$ cat config.mk
export PLATFORM = sky130hd
export DESIGN_NAME = rational_normalizer
export DESIGN_NICKNAME = d
export VERILOG_FILES = /design/src/sv/rn_pkg.sv /design/src/sv/rational_normalizer.sv /design/src/sv/rn_datapath.sv /design/src/sv/rn_ctrl.sv
export SDC_FILE = /design/constraint.sdc
export NUM_CORES = 1
export LEC_CHECK = 0
export ABC_AREA = 1
export BUFFER_PORTS_ARGS = -buffer_cell sky130_fd_sc_hd__buf_2
export CORE_ASPECT_RATIO = 1.1
export CORE_MARGIN = 4
export CORE_UTILIZATION = 30
export DETAILED_ROUTE_END_ITERATION = 16
export PLACE_DENSITY = 0.44
export SLEW_MARGIN = 40
export SYNTH_ARGS = -nofsm -noshare
export SYNTH_HDL_FRONTEND = slang
export SYNTH_SLANG_ARGS = --single-unit
export TNS_END_PERCENT = 100
$ cat constraint.sdc
create_clock -name clk_i -period 4.8 [get_ports clk_i]
set_clock_uncertainty 0.05 [all_clocks]
set_input_delay 0.96 -clock clk_i [delete_from_list [all_inputs] [get_ports clk_i]]
set_output_delay 0.96 -clock clk_i [all_outputs]
set_load 0.01 [all_outputs]
$ cat src/sv/rn_pkg.sv
// Shared types and constants for the rational normalizer.
// Holds the transaction payload structs and the controller/datapath command and status.
// No dependencies.
`default_nettype none

package rn_pkg;

  // Width of numerator, denominator and the reduced values
  localparam int unsigned DATA_WIDTH = 32;
  // Width of the trailing-zero count and of the division bit counter
  localparam int unsigned ShiftWidth = $clog2(DATA_WIDTH);

  typedef struct packed {
    logic signed [DATA_WIDTH-1:0] numerator;
    logic signed [DATA_WIDTH-1:0] denominator;
  } rn_in_t;

  typedef struct packed {
    logic                         is_whole;
    logic signed [DATA_WIDTH-1:0] value_num;
    logic signed [DATA_WIDTH-1:0] value_den;
    logic                         div_zero;
  } rn_out_t;

  typedef struct packed {
    logic load;
    logic gcd_step;
    logic div_init;
    logic div_step;
    logic emit;
  } rn_cmd_t;

  typedef struct packed {
    logic special;
    logic gcd_done;
    logic div_last;
  } rn_status_t;

endpackage

`default_nettype wire

$ cat src/sv/rational_normalizer.sv
// Rational normalizer: reduces a signed fraction to lowest terms by a binary gcd.
// After accept it runs the gcd steps, then the division, then moves the result into the
// output register; zero operands skip the gcd and the division.
// Transactions are handled one at a time, the next taken in the cycle after the result enters
// the output register; a stalled output register holds the block longer.
// Reset: rst_ni async active low; clears controller state and the output valid.
`default_nettype none

module rational_normalizer import rn_pkg::*; (
  input  wire logic    clk_i,
  input  wire logic    rst_ni,
  input  wire logic    in_valid_i,
  output logic         in_stall_o,
  input  wire rn_in_t  in_data_i,
  output logic         out_valid_o,
  input  wire logic    out_stall_i,
  output rn_out_t      out_data_o
);

  // Commands from the controller, status back from the datapath
  rn_cmd_t    cmd;
  rn_status_t status;

  // Controller: accept only when idle, hold the result in the output register
  // while the downstream side stalls, and let the next transaction start as
  // soon as the current one has moved into that register.
  rn_ctrl u_ctrl (
    .clk_i       (clk_i),
    .rst_ni      (rst_ni),
    .in_valid_i  (in_valid_i),
    .in_stall_o  (in_stall_o),
    .out_valid_o (out_valid_o),
    .out_stall_i (out_stall_i),
    .status_i    (status),
    .cmd_o       (cmd)
  );

  // Datapath: magnitudes, gcd by halving and odd-odd subtraction, then the two
  // quotients by restoring division, then sign restore and saturation.
  rn_datapath u_datapath (
    .clk_i      (clk_i),
    .rst_ni     (rst_ni),
    .cmd_i      (cmd),
    .in_data_i  (in_data_i),
    .status_o   (status),
    .out_data_o (out_data_o)
  );

  // A zero-denominator result carries nothing but the flag
  assert property (@(posedge clk_i) disable iff (!rst_ni)
    (out_valid_o && out_data_o.div_zero) |->
      (!out_data_o.is_whole && out_data_o.value_num == '0 && out_data_o.value_den == '0))
    else $error("div_zero result with non-zero fields");

  // A whole-number result always has unit denominator
  assert property (@(posedge clk_i) disable iff (!rst_ni)
    (out_valid_o && out_data_o.is_whole) |-> (out_data_o.value_den == DATA_WIDTH'(1)))
    else $error("integer result without unit denominator");

  // A fraction result never has a denominator of zero or plus/minus one
  assert property (@(posedge clk_i) disable iff (!rst_ni)
    (out_valid_o && !out_data_o.is_whole && !out_data_o.div_zero) |->
      (out_data_o.value_den != '0 && out_data_o.value_den != DATA_WIDTH'(1)
       && out_data_o.value_den != '1))
    else $error("fraction result with degenerate denominator");

  // Once a transaction is taken, input stays stalled while it is worked on
  assert property (@(posedge clk_i) disable iff (!rst_ni)
    (in_valid_i && !in_stall_o) |=> in_stall_o)
    else $error("input not stalled after accept");

endmodule

`default_nettype wire

$ cat src/sv/rn_datapath.sv
// Datapath of the rational normalizer: binary gcd unit, two restoring dividers
// sharing the gcd as divisor, result formatting and the output data register.
// Depends on rn_pkg.
`default_nettype none

module rn_datapath import rn_pkg::*; (
  input  wire logic       clk_i,
  input  wire logic       rst_ni,
  input  wire rn_cmd_t    cmd_i,
  input  wire rn_in_t     in_data_i,
  output rn_status_t      status_o,
  output rn_out_t         out_data_o
);

  localparam int unsigned W = DATA_WIDTH;
  localparam logic [W-1:0] MaxPos = {1'b0, {(W-1){1'b1}}};
  localparam logic [W-1:0] One = W'(1);

  function automatic logic [W-1:0] mag(input logic [W-1:0] v);
    mag = v[W-1] ? (~v + One) : v;
  endfunction

  logic                  num_neg_q, den_neg_q, num_zero_q, den_zero_q;
  logic [W-1:0]          an_q, ad_q;
  logic [W-1:0]          a_q, a_d, b_q, b_d;
  logic [ShiftWidth-1:0] k_q, k_d;
  logic [W-1:0]          g_q;
  logic [W-1:0]          qn_q, qd_q, rn_q, rd_q;
  logic [ShiftWidth-1:0] cnt_q;
  rn_out_t               out_q, res;

  logic [W-1:0] num_raw, den_raw, an_in, ad_in;
  logic         a_ge_b;
  logic [W-1:0] sub_ab;

  logic [W:0]   rem_n, rem_d, gx, diff_n, diff_d;
  logic         ge_n, ge_d;
  logic [W-1:0] qn_mag_neg, qd_mag_neg;

  assign num_raw = in_data_i.numerator;
  assign den_raw = in_data_i.denominator;
  assign an_in   = mag(num_raw);
  assign ad_in   = mag(den_raw);

  // One binary gcd step: strip common twos, strip single twos, or subtract odd from odd
  assign a_ge_b = a_q >= b_q;
  assign sub_ab = a_ge_b ? (a_q - b_q) : (b_q - a_q);

  always_comb begin
    a_d = a_q;
    b_d = b_q;
    k_d = k_q;
    if (!a_q[0] && !b_q[0]) begin
      a_d = a_q >> 1;
      b_d = b_q >> 1;
      k_d = k_q + ShiftWidth'(1);
    end else if (!a_q[0]) begin
      a_d = a_q >> 1;
    end else if (!b_q[0]) begin
      b_d = b_q >> 1;
    end else if (a_ge_b) begin
      a_d = sub_ab >> 1;
    end else begin
      b_d = sub_ab >> 1;
    end
  end

  // Restoring division, one quotient bit per cycle for each of the two dividends
  assign gx     = {1'b0, g_q};
  assign rem_n  = {rn_q, qn_q[W-1]};
  assign rem_d  = {rd_q, qd_q[W-1]};
  assign ge_n   = rem_n >= gx;
  assign ge_d   = rem_d >= gx;
  assign diff_n = rem_n - gx;
  assign diff_d = rem_d - gx;

  always_ff @(posedge clk_i or negedge rst_ni) begin
    if (!rst_ni) begin
      num_neg_q  <= 1'b0;
      den_neg_q  <= 1'b0;
      num_zero_q <= 1'b0;
      den_zero_q <= 1'b0;
      cnt_q      <= '0;
    end else begin
      if (cmd_i.load) begin
        num_neg_q  <= num_raw[W-1];
        den_neg_q  <= den_raw[W-1];
        num_zero_q <= num_raw == '0;
        den_zero_q <= den_raw == '0;
      end
      if (cmd_i.div_init) begin
        cnt_q <= '0;
      end else if (cmd_i.div_step) begin
        cnt_q <= cnt_q + ShiftWidth'(1);
      end
    end
  end

  always_ff @(posedge clk_i) begin
    if (cmd_i.load) begin
      an_q <= an_in;
      ad_q <= ad_in;
      a_q  <= an_in;
      b_q  <= ad_in;
      k_q  <= '0;
    end else if (cmd_i.gcd_step) begin
      a_q <= a_d;
      b_q <= b_d;
      k_q <= k_d;
    end
    if (cmd_i.div_init) begin
      g_q  <= (a_q | b_q) << k_q;
      qn_q <= an_q;
      qd_q <= ad_q;
      rn_q <= '0;
      rd_q <= '0;
    end else if (cmd_i.div_step) begin
      rn_q <= ge_n ? diff_n[W-1:0] : rem_n[W-1:0];
      rd_q <= ge_d ? diff_d[W-1:0] : rem_d[W-1:0];
      qn_q <= {qn_q[W-2:0], ge_n};
      qd_q <= {qd_q[W-2:0], ge_d};
    end
    if (cmd_i.emit) begin
      out_q <= res;
    end
  end

  assign qn_mag_neg = ~qn_q + One;
  assign qd_mag_neg = ~qd_q + One;

  // Sign and saturate the reduced magnitudes
  always_comb begin
    res = '0;
    if (den_zero_q) begin
      res.div_zero = 1'b1;
    end else if (num_zero_q) begin
      res.is_whole  = 1'b1;
      res.value_den = One;
    end else if (qd_q == One) begin
      res.is_whole  = 1'b1;
      res.value_den = One;
      if (num_neg_q != den_neg_q) begin
        res.value_num = qn_mag_neg;
      end else begin
        res.value_num = (qn_q > MaxPos) ? MaxPos : qn_q;
      end
    end else begin
      res.value_num = num_neg_q ? qn_mag_neg : qn_q;
      res.value_den = den_neg_q ? qd_mag_neg : qd_q;
    end
  end

  assign status_o.special  = num_zero_q || den_zero_q;
  assign status_o.gcd_done = (a_q == '0) || (b_q == '0);
  assign status_o.div_last = cnt_q == ShiftWidth'(W - 1);
  assign out_data_o        = out_q;

endmodule

`default_nettype wire

$ cat src/sv/rn_ctrl.sv
// Controller of the rational normalizer: sequences load, gcd, division and
// result hand-off, and owns the output valid flag. Depends on rn_pkg.
`default_nettype none

module rn_ctrl import rn_pkg::*; (
  input  wire logic        clk_i,
  input  wire logic        rst_ni,
  input  wire logic        in_valid_i,
  output logic             in_stall_o,
  output logic             out_valid_o,
  input  wire logic        out_stall_i,
  input  wire rn_status_t  status_i,
  output rn_cmd_t          cmd_o
);

  typedef enum logic [1:0] {
    StIdle,
    StGcd,
    StDiv,
    StDone
  } state_e;

  state_e state_q, state_d;
  logic   out_valid_q, out_valid_d;
  logic   slot_free;

  assign slot_free = !out_valid_q || !out_stall_i;

  always_comb begin
    state_d     = state_q;
    cmd_o       = '0;
    out_valid_d = out_valid_q && out_stall_i;
    unique case (state_q)
      StIdle: begin
        if (in_valid_i) begin
          cmd_o.load = 1'b1;
          state_d    = StGcd;
        end
      end
      StGcd: begin
        if (status_i.special) begin
          state_d = StDone;
        end else if (status_i.gcd_done) begin
          cmd_o.div_init = 1'b1;
          state_d        = StDiv;
        end else begin
          cmd_o.gcd_step = 1'b1;
        end
      end
      StDiv: begin
        cmd_o.div_step = 1'b1;
        if (status_i.div_last) begin
          state_d = StDone;
        end
      end
      StDone: begin
        if (slot_free) begin
          cmd_o.emit  = 1'b1;
          out_valid_d = 1'b1;
          state_d     = StIdle;
        end
      end
      default: state_d = StIdle;
    endcase
  end

  always_ff @(posedge clk_i or negedge rst_ni) begin
    if (!rst_ni) begin
      state_q     <= StIdle;
      out_valid_q <= 1'b0;
    end else begin
      state_q     <= state_d;
      out_valid_q <= out_valid_d;
    end
  end

  assign in_stall_o  = state_q != StIdle;
  assign out_valid_o = out_valid_q;

endmodule

`default_nettype wire
### Yosys cells after proc, flatten, opt, wreduce, memory -nomap -nowiden

Cells that the tools add are included.
W data, S select, Z words.

* bits in registers: 371
* latch bits: 0
* bits in writable memories: 0
* bits in read-only memories: 0
* input bits: 68
* output and inout port bits: 68
* logic and storage cells: 131
* memories: 0

* $add $sub $neg: 10
* multiply operators: 0
* div/mod/pow operators: 0
* magnitude comparators: 4
* equality and inequality tests: 13
* shifts and indexed selects: 1
* muxes and demuxes: 49
* bitwise logic cells: 5
* reductions and logical operators: 25

Operators with widths (count)
* $mux W32: 25
* $add A32 B1 Y32 const B: 4
* $logic_not A32 Y1: 4
* $not A32 Y32: 4
* $sub A32 B32 Y32: 4
* $ge A33 B32 Y1: 2
* $mux W64: 1
* $eq A32 B1 Y1 const B: 1
* $ge A32 B32 Y1: 1
* $gt A32 B31 Y1 const B: 1
* $or A32 B32 Y32: 1
* $shl A32 B5 Y32: 1
* $mux W2: 7
* $mux W1: 13
* $ne A4 B4 Y1 const B: 3
* $add A5 B1 Y5 const B: 2
* $mux W5: 2
* $pmux W2 S4: 1
* $reduce_and A3 Y1: 2
* $reduce_bool A2 Y1: 3
* $eq A5 B5 Y1 const B: 1
* $eq A2 B2 Y1 const B: 2
* $logic_not A1 Y1: 4
* $ne A2 B2 Y1 const B: 2
* 12 further kinds: 16

### Longest topological paths before layout

* depth in word-level cells: 8
* gate-level depth with buffers: 18
* gate-level depth less buffers: 18

### Modules after synthesis

A second synthesis with hierarchy kept.

* cells, all modules: 4487
* area, all modules: 30531.8 µm²

Modules (own cells, without submodules)
* rn_datapath: times used 1, cells an instance 4445, area an instance 30225.2 µm²
* rn_ctrl: times used 1, cells an instance 42, area an instance 306.5 µm²

### Least setup slack after synthesis

No wires, ideal clock.

* path kind: input -> register
* start point: in out_stall_i
* end point: reg u_datapath.out_q (netlist bit u_datapath.out_data_o[0]) (enable)
* library setup time: 0.512 ns
* data arrival time: 4.099 ns
* required time: 4.238 ns
* slack: 0.139 ns
* cell stages on the path: 1
* buffers on the path: 0
* cells stage by stage: a21oi_1

* word-level cells in the longest chain between the ends: 4

Ends and longest elaborated chain
* start, declared: line rational_normalizer.sv:16 `input wire logic out_stall_i,`
* $logic_not A1 Y1: line rn_ctrl.sv:27 `assign slot_free = !out_valid_q || !out_stall_i;`
* $logic_or A1 B1 Y1: line rn_ctrl.sv:27
* $mux W1: line rn_ctrl.sv:57 `if (slot_free) begin`
* $mux W1: line rn_ctrl.sv:33 `unique case (state_q)`
* end signal, assigned: line rn_datapath.sv:124 `out_q <= res;`
* end, declared: line rn_datapath.sv:30 `rn_out_t out_q, res;`

No other way between the ends.
A chain may end at the register's enable or synchronous reset.

### Worst setup path after layout

* start point: reg u_datapath.qn_q[31]
* end point: reg u_datapath.rn_q[30]

* word-level cells in the longest chain between the ends: 2
* elaborated cells on any way between the ends: 3

Ends and longest elaborated chain
* start, declared: line rn_datapath.sv:28 `logic [W-1:0] qn_q, qd_q, rn_q, rd_q;`
* start signal, assigned: line rn_datapath.sv:113 `qn_q <= an_q;`
* start signal, assigned: line rn_datapath.sv:120 `qn_q <= {qn_q[W-2:0], ge_n};`
* $sub A32 B32 Y32 / $ge A33 B32 Y1 (equally long branches): line rn_datapath.sv:74, rn_datapath.sv:72
* $mux W32 *: line rn_datapath.sv:118 `rn_q <= ge_n ? diff_n[W-1:0] : rem_n[W-1:0];`
* end signal, assigned: line rn_datapath.sv:118
* end, declared: line rn_datapath.sv:28

Mark *: on every way between the ends. The rest lies on a longest branch, timed or not.

==> metrics.txt <==
Worst EP required=5.27 ns; total grt overflow=0; die height=340 um; die area=0.105 mm2; Syn Area/Cell=6.94 um2; std cell rows=121; Worst Path Class, Setup=flop to flop; WP data arrival=3.93 ns; Post-synth EDFFs=290; post-synth top area share=0.290; Initial Util=0.303; Top Family by Delay on Critical Path=simple AND/OR/NAND/NOR gates; cell with the most instances after synthesis=nand2_1; Synth cell types=56; PostCTS Resize Cnt=0; DR iter-0 viols=2271; Slowest-stage cell, CP=edfxtp_1; Final Max Slew Viols=0; GP Congestion=0.939; DRC=0; Synthesized Nets=4574; layout cells sized above 1=0.0768; Final ANT Viol Nets=0; CTS tree=yes; Vias=28800; vias per cell=5.01; CP Buf/Inv Count=1; Yosys top cell by area=edfxtp_1; HP Class=input port to asynchronous set/reset pin; core area=0.0992 mm2; worst-margin pin slew=0.787 ns; Ports=136; cts hold-fix bufs=0; fin area=0.0338 mm2; largest cells by area after synthesis=edfxtp_1 29%, nand2_1 14%, inv_1 7.4%; cell breakdown of the critical path=clkinv_1, ha_1, fa_1, o21ai_0, nand2_1, nand2_1, nand2_1, nand2_1, nand2_1, nand3_1, nand3_1, nand3_1, nand2_1; Setup TNS=0 ns; register bit count reported by yosys=371; peak supply drop=0.325 mV; dpl cell area=0.0322 mm2; CP Capture Type=flop; startpoint types=flop; DR pass1 iterations=5; Power Density=767 mW/mm2; H-tree depth=2; Clk Latency, worst-skew pair=0.62 ns; predominant post-synthesis flop cell=edfxtp_1; fin crit period=3.46 ns; nets=4659; clock buffer count from CTS=48; post-DP HPWL=97.4 mm; unrepaired setup endpoints after global routing=no; status=completed; yosys warns=0; fmax=0.289 GHz; Worst Path Max Fanout=15; first-pass GRT wire length=176 mm; Seq/Total Area, Yosys=0.346; # setup viols final=0; postcts setup bufs=0; Max Cap Viol=0; total wire length=120 mm; clock buffer depth=3; slowest stage delay, CP=0.77 ns; clock root buffer=clkbuf_16; Final period util=0.720; initial antenna violation count=6; total leakage power=15.4 nW; Die X=310 um; commonest cells in the netlist=1113 x nand2_1, 592 x inv_1, 443 x nor2_1, 429 x nand3_1, 319 x o21ai_0; post-DR wirelength/cell=20.9 um; pin count of the biggest net entering global routing=74; mapped cell area=0.0301 mm2; Post-synth ARST share=0.0323; GRT Total Usage=0.222; vias in the first global route=27700; IO buf count=135; Mapped Cells=4329; Design Power=25.9 mW; Fillers=10900; worst relative slew slack=0.474; Layout area overhead=12.3%; clk slew on worst S/H paths=0.06 ns; Top cell by count, worst path=nand2_1; Sink Count=371; Fin. Hold Viols=0
## power by group
part	leakage, nW	switching [mW]	total [mW]	internal [mW]
sequential	3.34	0.821	6.04	5.21
combinational	11.3	11.2	16.1	4.91
clock	0.765	1.59	3.72	2.13
total	15.4	13.6	25.9	12.3
## worst reg2reg max path, delay by kind of cell, from the launching register on
family	cells	cell delay, ns
AND/OR/NAND/NOR	9	1.06
flip-flops	1	0.77
AO/OA/AOI/OAI	1	0.41
adder cells (fa/ha/maj)	2	0.73
buffers and inverters	1	0.35
## stage by stage
step,cells,utilization,setup WS [ns],hold slack (ns)
after global routing,5746,0.340,1.13,0.190
after floorplan,4329,-,0.139,0.398
after CTS,5745,0.340,1.31,0.172
after global placement,5652,0.324,1.16,0.414
after detailed placement,5655,0.324,1.32,0.426
final,5751,0.340,1.34,0.202
## registers in the layout, summed over array words and instances, names as in the netlist, 5 cells and up
name,count
u_datapath.rd_q,32
u_datapath.qn_q,32
u_datapath.out_data_o,66
u_datapath.k_q,5
u_datapath.qd_q,32
u_datapath.cnt_q,5
u_datapath.a_q,32
u_datapath.ad_q,32
u_datapath.b_q,32
u_datapath.an_q,32
u_datapath.g_q,32
u_datapath.rn_q,32
## final cells by class
class	instances	area (um2)	area share
inverter	610	2300	0.0681
timing repair buffer	175	1080	0.0319
sequential	371	10400	0.308
multi-input combinational	3208	16800	0.497
clock inverter	31	309	0.00915
tap	1291	1620	0.0478
clock buffer	59	1280	0.0380
antenna	6	15.0	0.000445
## logic make-up after synthesis
family,share of synthesized area
XOR/XNOR,0.0393
AO/OA/AOI/OAI,0.123
AND/OR/NAND/NOR,0.312
buffers and inverters,0.0979
multiplexers,0.00833
adder cells (fa/ha/maj),0.0747
flip-flops,0.346
## layer usage
| metal | part of all wire | GRT usage |
|---|---|---|
| met1 | 0.44 | 0.295 |
| met2 | 0.46 | 0.365 |
| met3 | 0.052 | 0.0312 |
| met4 | 0.041 | 0.0816 |
| met5 | 0.00022 | 0 |
## final timing paths
kind,depth (start not counted),startpoint,to,slack (ns)
worst max-delay path,13,u_datapath.qn_q[31],u_datapath.rn_q[30],1.34
worst min-delay path,1,rst_ni,u_datapath.cnt_q[2],0.20
worst max register to register,13,u_datapath.qn_q[31],u_datapath.rn_q[30],1.34
worst min register to register,2,u_datapath.rd_q[31],u_datapath.rd_q[31],0.43
max in group asynchronous,1,rst_ni,u_datapath.num_neg_q,4.24
min in group clk_i,2,u_datapath.rd_q[31],u_datapath.rd_q[31],0.43
## cells in the final DEF, fill, tap and decap left out, types with 13 or more instances in the layout
| cell | instances |
|---|---|
| a21oi_1 | 248 |
| o21bai_1 | 19 |
| inv_1 | 587 |
| buf_4 | 31 |
| dfxtp_1 | 69 |
| edfxtp_1 | 290 |
| inv_2 | 14 |
| nand3b_1 | 31 |
| o311ai_0 | 13 |
| xor2_1 | 98 |
| clkbuf_16 | 49 |
| mux2i_1 | 25 |
| nor3_1 | 46 |
| nand3_1 | 429 |
| o21ai_0 | 318 |
| clkinv_1 | 14 |
| nand2_1 | 1110 |
| xnor2_1 | 37 |
| o211ai_1 | 26 |
| nor2_1 | 441 |
| buf_2 | 135 |
| nand4_1 | 58 |
| nor2_2 | 26 |
| ha_1 | 173 |
No activity file was read; power rests on OpenSTA's default activity.
